[src/sv/epr_pkg.sv]
package epr_pkg;

   // default configuration of the block
   localparam int ANGLE_BITS_DEFAULT     = 12;
   localparam int TRIG_FRAC_BITS_DEFAULT = 14;

   // fixed field widths
   localparam int COORD_W     = 32;
   localparam int DELTA_W     = COORD_W + 1;
   localparam int CSR_INDEX_W = 3;
   localparam int CSR_DATA_W  = 32;

   // entries in the queue between front and back
   localparam int QUEUE_DEPTH = 4;

   localparam real HALF_PI = 1.5707963267948966;

   // register indexes of the configuration port
   typedef enum logic [CSR_INDEX_W-1:0] {
      REG_ANGLE_X  = 3'd0,
      REG_ANGLE_Y  = 3'd1,
      REG_ANGLE_Z  = 3'd2,
      REG_CENTER_X = 3'd3,
      REG_CENTER_Y = 3'd4,
      REG_CENTER_Z = 3'd5
   } csr_index_type;

   // point minus center, exact
   typedef struct packed {
      logic signed [DELTA_W-1:0] dx;
      logic signed [DELTA_W-1:0] dy;
      logic signed [DELTA_W-1:0] dz;
   } delta_type;

   // rounded sine of idx / 2^qbits quarter turns, scaled by 2^frac
   function automatic int quarter_sin(int idx, int qbits, int frac);
      real ang;
      real v;
      ang = real'(idx) * HALF_PI * (2.0 ** (-qbits));
      v   = $sin(ang) * (2.0 ** frac) + 0.5;
      return $rtoi($floor(v));
   endfunction

endpackage

[src/sv/epr_if.sv]
// input channel: one point per item
interface epr_req_if;
   logic                                 valid;
   logic                                 ready;
   logic signed [epr_pkg::COORD_W-1:0]   point_x;
   logic signed [epr_pkg::COORD_W-1:0]   point_y;
   logic signed [epr_pkg::COORD_W-1:0]   point_z;

   modport source (output valid, output point_x, output point_y, output point_z, input ready);
   modport sink   (input valid, input point_x, input point_y, input point_z, output ready);
endinterface


[src/sv/epr_front.sv]
module epr_front (
   input  logic                                   clock,
   input  logic                                   reset,
   input  logic                                   hold,
   input  logic signed [epr_pkg::COORD_W-1:0]     center_x,
   input  logic signed [epr_pkg::COORD_W-1:0]     center_y,
   input  logic signed [epr_pkg::COORD_W-1:0]     center_z,
   epr_req_if.sink                                req,
   output logic                                   q_valid,
   output epr_pkg::delta_type                     q_data,
   input  logic                                   q_ready
);
   localparam int DEPTH = epr_pkg::QUEUE_DEPTH;
   localparam int PTR_W = $clog2(DEPTH);
   localparam int CNT_W = PTR_W + 1;

   epr_pkg::delta_type  mem [DEPTH];
   epr_pkg::delta_type  delta;
   logic [PTR_W-1:0]    wr_ptr_ff, rd_ptr_ff;
   logic [CNT_W-1:0]    count_ff, count_in;
   logic                push, pop;

   // subtract the center on the way in
   always_comb begin
      delta.dx = epr_pkg::DELTA_W'(req.point_x) - epr_pkg::DELTA_W'(center_x);
      delta.dy = epr_pkg::DELTA_W'(req.point_y) - epr_pkg::DELTA_W'(center_y);
      delta.dz = epr_pkg::DELTA_W'(req.point_z) - epr_pkg::DELTA_W'(center_z);
   end

   // no new items while the matrix is rebuilt
   assign req.ready = (count_ff != CNT_W'(DEPTH)) && !hold;
   assign push      = req.valid && req.ready;
   assign pop       = q_valid && q_ready;
   assign q_valid   = (count_ff != '0);
   assign q_data    = mem[rd_ptr_ff];

   always_comb begin
      count_in = count_ff;
      if (push && !pop) count_in = count_ff + CNT_W'(1);
      if (pop && !push) count_in = count_ff - CNT_W'(1);
   end

   always_ff @(posedge clock) begin
      if (push) mem[wr_ptr_ff] <= delta;
   end

   always_ff @(posedge clock) begin
      if (reset) begin
         wr_ptr_ff <= '0;
         rd_ptr_ff <= '0;
         count_ff  <= '0;
      end else begin
         if (push) wr_ptr_ff <= wr_ptr_ff + PTR_W'(1);
         if (pop)  rd_ptr_ff <= rd_ptr_ff + PTR_W'(1);
         count_ff <= count_in;
      end
   end
endmodule

[src/flat_wrapper.sv]
// flat-port wrapper written by rule: the top's interface ports become plain ports
module epr_front_flat 
  (clock, reset, hold, center_x, center_y, center_z, q_valid, q_data, q_ready, req_valid, req_point_x, req_point_y, req_point_z, req_ready);
  epr_req_if req_i ();
  input  logic clock;
  input  logic reset;
  input  logic hold;
  input  logic signed [epr_pkg::COORD_W-1:0] center_x;
  input  logic signed [epr_pkg::COORD_W-1:0] center_y;
  input  logic signed [epr_pkg::COORD_W-1:0] center_z;
  output logic q_valid;
  output epr_pkg::delta_type q_data;
  input  logic q_ready;
  input wire logic [$bits(req_i.valid)-1:0] req_valid;
  input wire logic [$bits(req_i.point_x)-1:0] req_point_x;
  input wire logic [$bits(req_i.point_y)-1:0] req_point_y;
  input wire logic [$bits(req_i.point_z)-1:0] req_point_z;
  output wire logic [$bits(req_i.ready)-1:0] req_ready;
  assign req_i.valid = req_valid;
  assign req_i.point_x = req_point_x;
  assign req_i.point_y = req_point_y;
  assign req_i.point_z = req_point_z;
  assign req_ready = req_i.ready;
  epr_front u_core (.clock(clock), .reset(reset), .hold(hold), .center_x(center_x), .center_y(center_y), .center_z(center_z), .req(req_i), .q_valid(q_valid), .q_data(q_data), .q_ready(q_ready));
endmodule
[config.mk]
export PLATFORM = sky130hd
export DESIGN_NAME = epr_front_flat
export DESIGN_NICKNAME = d
export VERILOG_FILES = /design/src/sv/epr_pkg.sv /design/src/sv/epr_if.sv /design/src/sv/epr_front.sv /design/src/flat_wrapper.sv
export SDC_FILE = /design/constraint.sdc
export NUM_CORES = 1
export LEC_CHECK = 0
export BUFFER_PORTS_ARGS = -buffer_cell sky130_fd_sc_hd__buf_2
export CORE_MARGIN = 5
export CORE_UTILIZATION = 55
export DETAILED_ROUTE_END_ITERATION = 10
export PLACE_DENSITY = 0.77
export SYNTH_ARGS = -nofsm -noshare
export SYNTH_HDL_FRONTEND = slang
export SYNTH_SLANG_ARGS = --single-unit
[constraint.sdc]
create_clock -name clock -period 4.8 [get_ports clock]
set_input_delay 0.24 -clock clock [delete_from_list [all_inputs] [get_ports clock]]
set_output_delay 0.24 -clock clock [all_outputs]
set_load 0.05 [all_outputs]
==> results of run 1 <==
==> stage by stage <==
stage | power (mW) | instance area (sq um) | hold slack [ps] | worst slack (ps)
after global routing | 11.8 | 23500 | 135 | 1530
after floorplan | 7.25 | 20100 | 467 | 433
after CTS | 11.4 | 23500 | 99.3 | 1670
after global placement | 8.09 | 22100 | 487 | 1770
final | 11.3 | 23500 | 135 | 1790
after detailed placement | 8.14 | 22100 | 513 | 1740
==> metal layers <==
layer	up-vias	wire length, um	GRT usage
met5	-	0	0
met4	0	1270	0.0651
met3	86	2690	0.0438
met2	416	21600	0.367
met1	6214	18300	0.284
li1	5876	-	-
==> tightest hold or removal path, delay by kind of cell <==
family	cells	cell delay, ps
adders and majority gates	1	100
buffers and inverters	2	140
==> state kept, by name (all words and copies together), names as in the netlist, named ones only <==
| name | cells |
|---|---|
| u_core.count_ff | 3 |
| u_core.mem | 396 |
| u_core.rd_ptr_ff | 2 |
| u_core.wr_ptr_ff | 2 |
==> power breakdown <==
group / internal (mW) / switching [mW]
Clock: 1.99 / 1.26
Sequential: 4.25 / 0.164
Combinational: 1.21 / 2.41
Total: 7.45 / 3.83
==> kinds of logic after synthesis <==
| family | Yosys count | synth area share |
|---|---|---|
| compound gates | 282 | 0.0957 |
| xor+xnor | 86 | 0.0375 |
| fa+ha+maj | 105 | 0.0669 |
| buf+inv | 172 | 0.0323 |
| flops | 405 | 0.601 |
| mux | 100 | 0.112 |
| simple gates | 220 | 0.0547 |
==> synth_stat cells, drive strengths merged (3+ instances only) <==
cell / count / area share
edfxtp: 396 / 0.59
inv: 131 / 0.024
ha: 101 / 0.063
mux4: 99 / 0.11
a21oi: 90 / 0.022
nand2: 59 / 0.011
nor2: 56 / 0.010
xnor2: 54 / 0.024
o21ai: 49 / 0.013
a21o: 40 / 0.015
xor2: 32 / 0.014
clkbuf: 25 / 0.0047
o21a: 19 / 0.0075
nand3: 17 / 0.0045
buf: 16 / 0.0032
nor2b: 16 / 0.0050
nor3: 15 / 0.0040
and3: 14 / 0.0044
o211ai: 13 / 0.0049
a31oi: 12 / 0.0037
o21bai: 10 / 0.0037
dfxtp: 9 / 0.0090
nand4: 9 / 0.0028
and2: 7 / 0.0022
a21boi: 5 / 0.0019
a221oi: 5 / 0.0037
o31ai: 5 / 0.0031
a211oi: 4 / 0.0015
and4: 4 / 0.0019
fa: 4 / 0.0040
nand2b: 4 / 0.0012
o31a: 4 / 0.0017
or3: 4 / 0.0012
a2111oi: 3 / 0.0017
nor3b: 3 / 0.0014
o41ai: 3 / 0.0021
or2: 3 / 0.00093
==> area by class of cell <==
cell class	count	area, sq um
clock buffers	45	1040
fillers	2573	12800
clock inverters	25	328
flip-flops and latches	405	12100
repair buffers	305	1620
multi-input cells	793	7370
inverters	131	492
well taps	468	586
==> path summary, 6_finish.rpt <==
| kind | start | endpoint | depth (start not counted) |
|---|---|---|---|
| max | register | q_data[17] | 3 |
| min | center_x[0] | u_core.mem[3][66] | 3 |
| max reg2reg | u_core.count_ff[0] | u_core.mem[1][33] | 4 |
| min reg2reg | u_core.count_ff[1] | u_core.count_ff[1] | 2 |
==> placed cells by master (no fill, tap or decap), types with 32 or more instances in the layout <==
cell type  netlist  final
ha_1           101    101
a21o_1          40     40
mux4_2          99     99
o21ai_0         37     37
xor2_1          32     32
edfxtp_1       396    396
nor2_1          56     56
nand2_1         59     59
buf_2            3    297
clkbuf_16        0     41
a21oi_1         90     90
xnor2_1         54     54
inv_1          131    131
==> metrics.yaml, run 1 <==
sta:
  slew_violations: 0
  relSlewSlack: 0.410
  hold_viol_final: 0
  min_period_ps: 3010
  max_freq_ghz: 0.332
  fin_crit_sh: 0.627
  setup_violations: 0
  tns_ps: 0
  worst_slew_pin_slew_ps: 885
  rsz0062_at_grt: "no"
  skew_ps: 12.2
setup_path:
  crit_slowest_cell: "dfxtp_4"
  ff2ff_setup_slack_ps: 2290
  max_stage_delay_ps: 900
  crit_chain: "buf_12 -> mux4_2 -> buf_2"
  crit_type: "register to output pin"
  cp.required_ps: 4560
  cp_num_buf_inv: 2
  start_kind: "register"
  arrival_ps: 2770
  endpoint_kind: "output pin"
  cpLargestDelayFamily: "flip-flops"
  cp_max_fo: 43
placed_design:
  port_buffers: 297
  dp_hpwl_um: 30600
  gp_congestion: 0.877
  dp.cells: 2101
detailed_routing:
  viasPerCell: 5.80
  first_pass_iters: 5
  drt-wirelength-per-cell_um: 20.2
  drt_iter0_markers: 866
  wl_um: 43900
  route.detailed.drc: 0
  drtAntennaViolNets: 0
  vias: 12592
global_route:
  grt_max_degree: 58
  grt_pass1_wl_um: 70300
  grt_pass1_vias: 13140
  overflow: 0
  grtUsageTotal: 0.216
  antenna_found_initial: 0
cts:
  postCtsSetupBuffers: 0
  clock-root-buffer: "clkbuf_16"
  cts_hold_buf: 1
  clk_latency_ps: 530
  cts_tree: "built"
  path_clk_slew_ps: 60
  htreeDepth: 2
  cts_max_path_buffers: 3
  cts_sinks: 405
  ctsResizeCount: 0
  cts_made_buffers: 41
yosys:
  synth.distinct_cells: 79
  syn_area_sq_um: 20100
  ys_seq_area_frac: 0.601
  ys.warnings.count: 0
  synth_nets: 1672
  syn_avg_cell_area_sq_um: 14.7
  synth_edf_count: 396
  synth-seq-cells: 405
  syn_inst: 1370
  async_reset_ff_frac: 0
  dominantRegCellSynth: "edfxtp_1"
hold_path:
  hold_class: "primary input to register"
power_and_ir_drop:
  peakVddDrop_mv: 0.393
  power_density_nw_per_um2: 480
  p_leak_nw: 9.01
finish:
  final_core_util: 0.647
  layout.nets: 1979
  fin_cells: 2172
  drive_above_1_share: 0.288
  syn_to_final_growth_pct: 17.2
  antenna_cells: 0
floorplan:
  ioPinCount: 298
  core-area_sq_um: 36300
  initial_core_util: 0.552
  die_x_um: 201
  chipHeight_um: 201
  rows: 70
  dieArea_sq_um: 40400
run_status:
  status: "finished, final reports clean"
job:
  cap_violations: 0
Note: power is estimated with default switching activity, not from simulation.
==> run 2: changes to the inputs <==
--- a/config.mk
+++ b/config.mk
@@ -5,9 +5,10 @@
 export SDC_FILE = /design/constraint.sdc
 export NUM_CORES = 1
 export LEC_CHECK = 0
+export ABC_AREA = 1
 export BUFFER_PORTS_ARGS = -buffer_cell sky130_fd_sc_hd__buf_2
 export CORE_MARGIN = 5
-export CORE_UTILIZATION = 55
+export CORE_UTILIZATION = 53
 export DETAILED_ROUTE_END_ITERATION = 10
 export PLACE_DENSITY = 0.77
 export SYNTH_ARGS = -nofsm -noshare
==> constraint.sdc (replaced) <==
create_clock -name clock -period 2.55 [get_ports clock]
set_input_delay 0.1275 -clock clock [delete_from_list [all_inputs] [get_ports clock]]
set_output_delay 0.1275 -clock clock [all_outputs]
set_load 0.05 [all_outputs]
==> run 2 against run 1 <==
  * Register-to-register slack worse by 1700 ps
  * Via count rose by 47%
  * Wire length grew 34%
  * Sequential power is 83% higher
  * Non-clock buffer count increased by 22
  * Setup slack worse by 1600 ps
  * Total power rose by 100%
  * Clock-buffer cell count up 2
==> metrics.yaml, run 2 <==
detailed_routing:
  drtAntennaViolNets: 0  # unchanged
  first_pass_iters: 6  # was 5
  wl_um: 59100  # was 43,900 um
  viasPerCell: 5.14  # was 5.80
  drt_iter0_markers: 1287  # was 866
  route.detailed.drc: 0  # unchanged
  vias: 18533  # was 12,592
  drt-wirelength-per-cell_um: 16.4  # was 20.2 um
yosys:
  synth_top_area_frac: 0.521  # was 0.592
  yosysMostFrequentCell: "nand2_1"  # was edfxtp_1
  synth_area_leader_cell: "edfxtp_1"  # unchanged
  async_reset_ff_frac: 0  # unchanged
  syn_inst: 2687  # was 1,370
  dominantRegCellSynth: "edfxtp_1"  # unchanged
  synth_edf_count: 396  # unchanged
  synth-seq-cells: 405  # unchanged
  synth_nets: 2989  # was 1,672
  ys_seq_area_frac: 0.529  # was 0.601
  syn_area_sq_um: 22800  # was 20,100 sq um
  ys_top_cells_by_count: "nand2_1, inv_1, edfxtp_1"  # was edfxtp_1, inv_1, ha_1
  syn_avg_cell_area_sq_um: 8.49  # was 14.7 sq um
  synth.distinct_cells: 34  # was 79
  ys.warnings.count: 0  # unchanged
  synth_area_leaders: "edfxtp_1, nand2_1, inv_1"  # was edfxtp_1, mux4_2, ha_1
global_route:
  busiest_layer: "met2"  # unchanged
  grtUsageTotal: 0.242  # was 0.216
  antenna_found_initial: 0  # unchanged
  gr-usage-met2: 0.419  # was 0.367
  groute.layer.met3.usage: 0.0350  # was 0.0438
  grtUsageMet1: 0.325  # was 0.284
  grt_pass1_wl_um: 91800  # was 70,300 um
  grt_max_degree: 118  # was 58
  grt_pass1_vias: 17832  # was 13,140
  overflow: 0  # unchanged
sta:
  max_freq_ghz: 0.415
  tns_ps: 0  # unchanged
  skew_ps: 13.5  # was 12.2 ps
  hold_viol_final: 0  # unchanged
  min_period_ps: 2410
  slew_violations: 0  # unchanged
  hold_ws_ps: 34.3  # was 135 ps
  worst_slew_pin_slew_ps: 629  # was 885 ps
  worst_slack_ps: 142  # was 1790 ps
  fin_crit_sh: 0.944
  relSlewSlack: 0.580  # was 0.410
  setup_violations: 0  # unchanged
  rsz0062_at_grt: "no"  # unchanged
floorplan:
  initial_core_util: 0.532  # was 0.552
  die_x_um: 218  # was 201 um
  chipHeight_um: 218  # was 201 um
  dieArea_sq_um: 47300  # was 40,400 sq um
  ioPinCount: 298  # unchanged
  rows: 76  # was 70
  core-area_sq_um: 42900  # was 36,300 sq um
cts:
  postCtsSetupBuffers: 0  # unchanged
  clock-root-buffer: "clkbuf_16"  # unchanged
  cts_max_path_buffers: 3  # unchanged
  path_clk_slew_ps: 60  # about the same
  cts_made_buffers: 42  # was 41
  cts_tree: "built"  # unchanged
  htreeDepth: 2  # unchanged
  clk_latency_ps: 540  # was 530 ps
  cts_sinks: 405  # unchanged
finish:
  final_core_util: 0.620  # was 0.647
  layout_common_cells: "nand2_1, inv_1, edfxtp_1"  # was edfxtp_1, buf_2, inv_1
  fin_area_sq_um: 26600  # was 23,500 sq um
  final_common_cell: "nand2_1"  # was edfxtp_1
  reg_top3: "u_core.mem: 396 flops, u_core.count_ff: 3 flops"  # unchanged
  fin_cells: 3609  # was 2,172
  syn_to_final_growth_pct: 16.5  # was 17.2%
  top_register: "u_core.mem"  # unchanged
  drive_above_1_share: 0.142  # was 0.288
  layout.nets: 3293  # was 1,979
  largest_register_ffs: 396  # unchanged
run_status:
  status: "finished, final reports clean"  # unchanged
power_and_ir_drop:
  power_density_nw_per_um2: 848  # was 480 nW/um^2
  finalPower_mw: 22.6  # was 11.3 mW
  p_leak_nw: 12.7  # was 9.01 nW
  peakVddDrop_mv: 0.841  # was 0.393 mV
placed_design:
  port_buffers: 297  # unchanged
  dp.cells: 3527  # was 2,101
  gp_congestion: 0.966  # was 0.877
  dp_slack_ps: 408  # was 1740 ps
  dp_hpwl_um: 42800  # was 30,600 um
  place_area_sq_um: 25100  # was 22,100 sq um
setup_path:
  cpLargestDelayFamily: "buffers and inverters"  # was flip-flops
  crit_chain: "buf_12 -> o21ai_0 -> o22ai_1 -> buf_2"  # was buf_12 -> mux4_2 -> buf_2
  crit_type: "register to output pin"  # unchanged
  arrival_ps: 2280  # was 2770 ps
  start_kind: "register"  # unchanged
  max_stage_delay_ps: 480  # was 900 ps
  cp_max_fo: 81  # was 43
  crit_slowest_cell: "dfxtp_4"  # unchanged
  cp.required_ps: 2420  # was 4560 ps
  cp_num_buf_inv: 2  # unchanged
  endpoint_kind: "output pin"  # unchanged
hold_path:
  hold_class: "primary input to register"  # unchanged
job:
  cap_violations: 0  # unchanged
-- run 2: logic make-up (layout without fill, tap and decap cells) --
| kind of cell | Yosys count | in the layout | share of synthesized area |
|---|---|---|---|
| DFF | 405 | 405 | 0.529 |
| xor gates and xnor gates | 45 | 45 | 0.0173 |
| and+or+nand+nor | 1200 | 1200 | 0.208 |
| adders and majority gates | 105 | 105 | 0.0589 |
| buffers and inverters | 557 | 893 | 0.0981 |
| AOI/OAI and AO/OA | 375 | 375 | 0.0890 |
| other | 0 | 1 | 0 |
-- run 2: worst paths after layout --
check                           from            endpoint  slack (ps)  cells after the start
setup / recovery            register          q_data[71]         140                      4
hold / removal           center_x[0]   u_core.mem[3][66]          30                      3
setup reg to reg  u_core.count_ff[1]   u_core.mem[2][97]         600                      5
hold reg to reg   u_core.count_ff[0]  u_core.count_ff[0]         480                      2
-- run 2: metal layers --
layer	share of wire	vias up
li1	-	9284
met1	0.43	8642
met2	0.49	542
met3	0.063	65
met4	0.019	0
met5	0	-
-- run 2: layout make-up --
cell class              count  area (sq um)
flip-flops and latches    405         12100
multi-input cells        1725          8580
clock buffers              47          1090
inverters                 490          1860
diodes                      1          2.50
well taps                 585           732
clock inverters            29           322
repair buffers            327          1940
fillers                  3597         16300
-- run 2: tightest hold or removal path, delay by kind of cell --
family,cells,cell delay (ps)
fa+ha+maj,1,130
buf+inv,2,150
-- run 2: what timing repair did --
item	CTS	global route
endpoints found under the setup margin	2	11
gates resized for setup	1	6
hold buffers	4	0
gates cloned	0	1
hold endpoints to repair	9	0
-- run 2: report_power, final --
| part | total, mW | switching, mW | internal (mW) |
|---|---|---|---|
| combinational | 8.22 | 6.25 | 1.96 |
| clock | 6.24 | 2.45 | 3.79 |
| sequential | 8.11 | 0.130 | 7.98 |
==> run 3: changes to the inputs <==
--- a/config.mk
+++ b/config.mk
@@ -6,7 +6,7 @@
 export NUM_CORES = 1
 export LEC_CHECK = 0
 export ABC_AREA = 1
-export BUFFER_PORTS_ARGS = -buffer_cell sky130_fd_sc_hd__buf_2
+export BUFFER_PORTS_ARGS = -buffer_cell sky130_fd_sc_hd__clkbuf_2
 export CORE_MARGIN = 5
 export CORE_UTILIZATION = 53
 export DETAILED_ROUTE_END_ITERATION = 10
==> run 3 against run 2 <==
  * Clock-buffer cell count is 6 higher
  * Utilization is 0.22 points lower
  * Non-clock buffer count is 1 higher
  * Clock power is 4.5% lower
  * Highest routed layer unchanged
==> metrics.yaml, run 3 (synthesis results as in run 2) <==
floorplan:
  core-area_sq_um: 42900  # unchanged
  ioPinCount: 298  # unchanged
  chipHeight_um: 218  # unchanged
  initial_core_util: 0.532  # unchanged
  die_x_um: 218  # unchanged
  rows: 76  # unchanged
  dieArea_sq_um: 47300  # unchanged
sta:
  worst_slew_pin_slew_ps: 533  # was 629 ps
  skew_ps: 11.6  # was 13.5 ps
  min_period_ps: 2460  # was 2410 ps
  setup_violations: 0  # unchanged
  relSlewSlack: 0.644  # was 0.580
  slew_violations: 0  # unchanged
  fin_crit_sh: 0.964  # was 0.944
  max_freq_ghz: 0.407  # was 0.415 GHz
  hold_viol_final: 0  # unchanged
  rsz0062_at_grt: "no"  # unchanged
finish:
  layout.nets: 3295  # was 3,293
  top_register: "u_core.mem"  # unchanged
  antenna_cells: 0  # was 1
  layout_common_cells: "nand2_1, inv_1, edfxtp_1"  # unchanged
  largest_register_ffs: 396  # unchanged
  final_common_cell: "nand2_1"  # unchanged
  drive_above_1_share: 0.141  # was 0.142
  fin_area_sq_um: 26500  # was 26,600 sq um
  reg_top3: "u_core.mem: 396 flops, u_core.count_ff: 3 flops"  # unchanged
  syn_to_final_growth_pct: 16.1  # was 16.5%
detailed_routing:
  vias: 18438  # was 18,533
  drtAntennaViolNets: 0  # unchanged
  viasPerCell: 5.11  # was 5.14
  drt_iter0_markers: 1364  # was 1,287
  wl_um: 58500  # was 59,100 um
  drt-wirelength-per-cell_um: 16.2  # was 16.4 um
  first_pass_iters: 5  # was 6
  route.detailed.drc: 0  # unchanged
global_route:
  grtUsageMet1: 0.319  # was 0.325
  antenna_found_initial: 0  # unchanged
  overflow: 0  # unchanged
  groute.layer.met3.usage: 0.0383  # was 0.0350
  grtUsageTotal: 0.239  # was 0.242
  grt_max_degree: 100  # was 118
  grt_pass1_vias: 17319  # was 17,832
  grt_pass1_wl_um: 90100  # was 91,800 um
  busiest_layer: "met2"  # unchanged
  gr-usage-met2: 0.411  # was 0.419
power_and_ir_drop:
  finalPower_mw: 22.3  # was 22.6 mW
  power_density_nw_per_um2: 839  # was 848 nW/um^2
  p_leak_nw: 12.8  # was 12.7 nW
  peakVddDrop_mv: 1.01  # was 0.841 mV
cts:
  path_clk_slew_ps: 60  # about the same
  clk_latency_ps: 550  # was 540 ps
  cts_made_buffers: 43  # was 42
  cts_tree: "built"  # unchanged
  cts_sinks: 405  # unchanged
  cts_max_path_buffers: 3  # unchanged
  clock-root-buffer: "clkbuf_16"  # unchanged
  htreeDepth: 2  # unchanged
setup_path:
  start_kind: "register"  # unchanged
  endpoint_kind: "output pin"  # unchanged
  cp.required_ps: 2420  # about the same
  arrival_ps: 2330  # was 2280 ps
  timing.rr.start: "u_core.count_ff[1]"  # unchanged
  crit_type: "register to output pin"  # unchanged
  cp_max_fo: 99  # was 81
hold_path:
  hp-start: "center_x[0]"  # unchanged
  hold_class: "primary input to register"  # unchanged
job:
  cap_violations: 0  # unchanged
placed_design:
  port_buffers: 297  # unchanged
  gp_congestion: 0.946  # was 0.966
  dp_hpwl_um: 42600  # was 42,800 um
  place_area_sq_um: 25100  # about the same
run_status:
  status: "finished, final reports clean"  # unchanged
run 3: final timing paths:
| check | depth (start not counted) | endpoint | slack (ps) |
|---|---|---|---|
| worst min-delay path | 3 | u_core.mem[2][66] | 30 |
| worst max register to register | 10 | u_core.count_ff[2] | 580 |
| worst max-delay path | 4 | q_data[87] | 90 |
| worst min register to register | 2 | u_core.count_ff[0] | 490 |
run 3: where the power goes:
group	total (mW)	internal, mW	switching, mW
logic	8.20	1.93	6.27
registers	8.10	7.99	0.113
clock network	5.96	3.51	2.44
total	22.3	13.4	8.82
run 3: layer usage:
layer  wire (um)  vias to the layer above  part of all wire
li1            -                     9290                 -
met1       25300                     8522              0.43
met2       28200                      543              0.48
met3        3520                       83             0.060
met4        1490                        0             0.025
met5           0                        -                 0
run 3: final cells by class:
class                           count  area, sq um
Clock buffer                       53         1160
Inverter                          490         1850
Clock inverter                     21          184
Fill cell                        3726        16400
Tap cell                          585          732
Timing Repair Buffer              328         1920
Sequential cell                   405        12100
Multi-Input combinational cell   1725         8580
run 3: repair_timing:
action / CTS / global route
buffers inserted: 0 / 0
gates resized for setup: 0 / 6
hold buffers: 4 / 0
setup endpoints to repair: 0 / 6
endpoints found under the hold margin: 9 / 0
run 3: per-stage QoR:
| step | util | setup TNS (ps) | setup slack (ps) | hold WS, ps | instances |
|---|---|---|---|---|---|
| finish | 0.618 | 0 | 92.0 | 27.1 | 3607 |
| global placement | 0.585 | 0 | 451 | 406 | 3529 |
| detailed placement | 0.585 | 0 | 430 | 423 | 3529 |
| CTS | 0.617 | 0 | 13.7 | 0.695 | 3607 |
| global route | 0.618 | 0 | 19.4 | 27.6 | 3607 |
| floorplan | - | -145470 | -384 | 318 | 2687 |
run 3: critical path, cell delays in order (launching register included):
cell      delay (ps)
dfxtp_2          370
buf_12           340
o21ai_0          190
o22ai_1          400
clkbuf_2         360
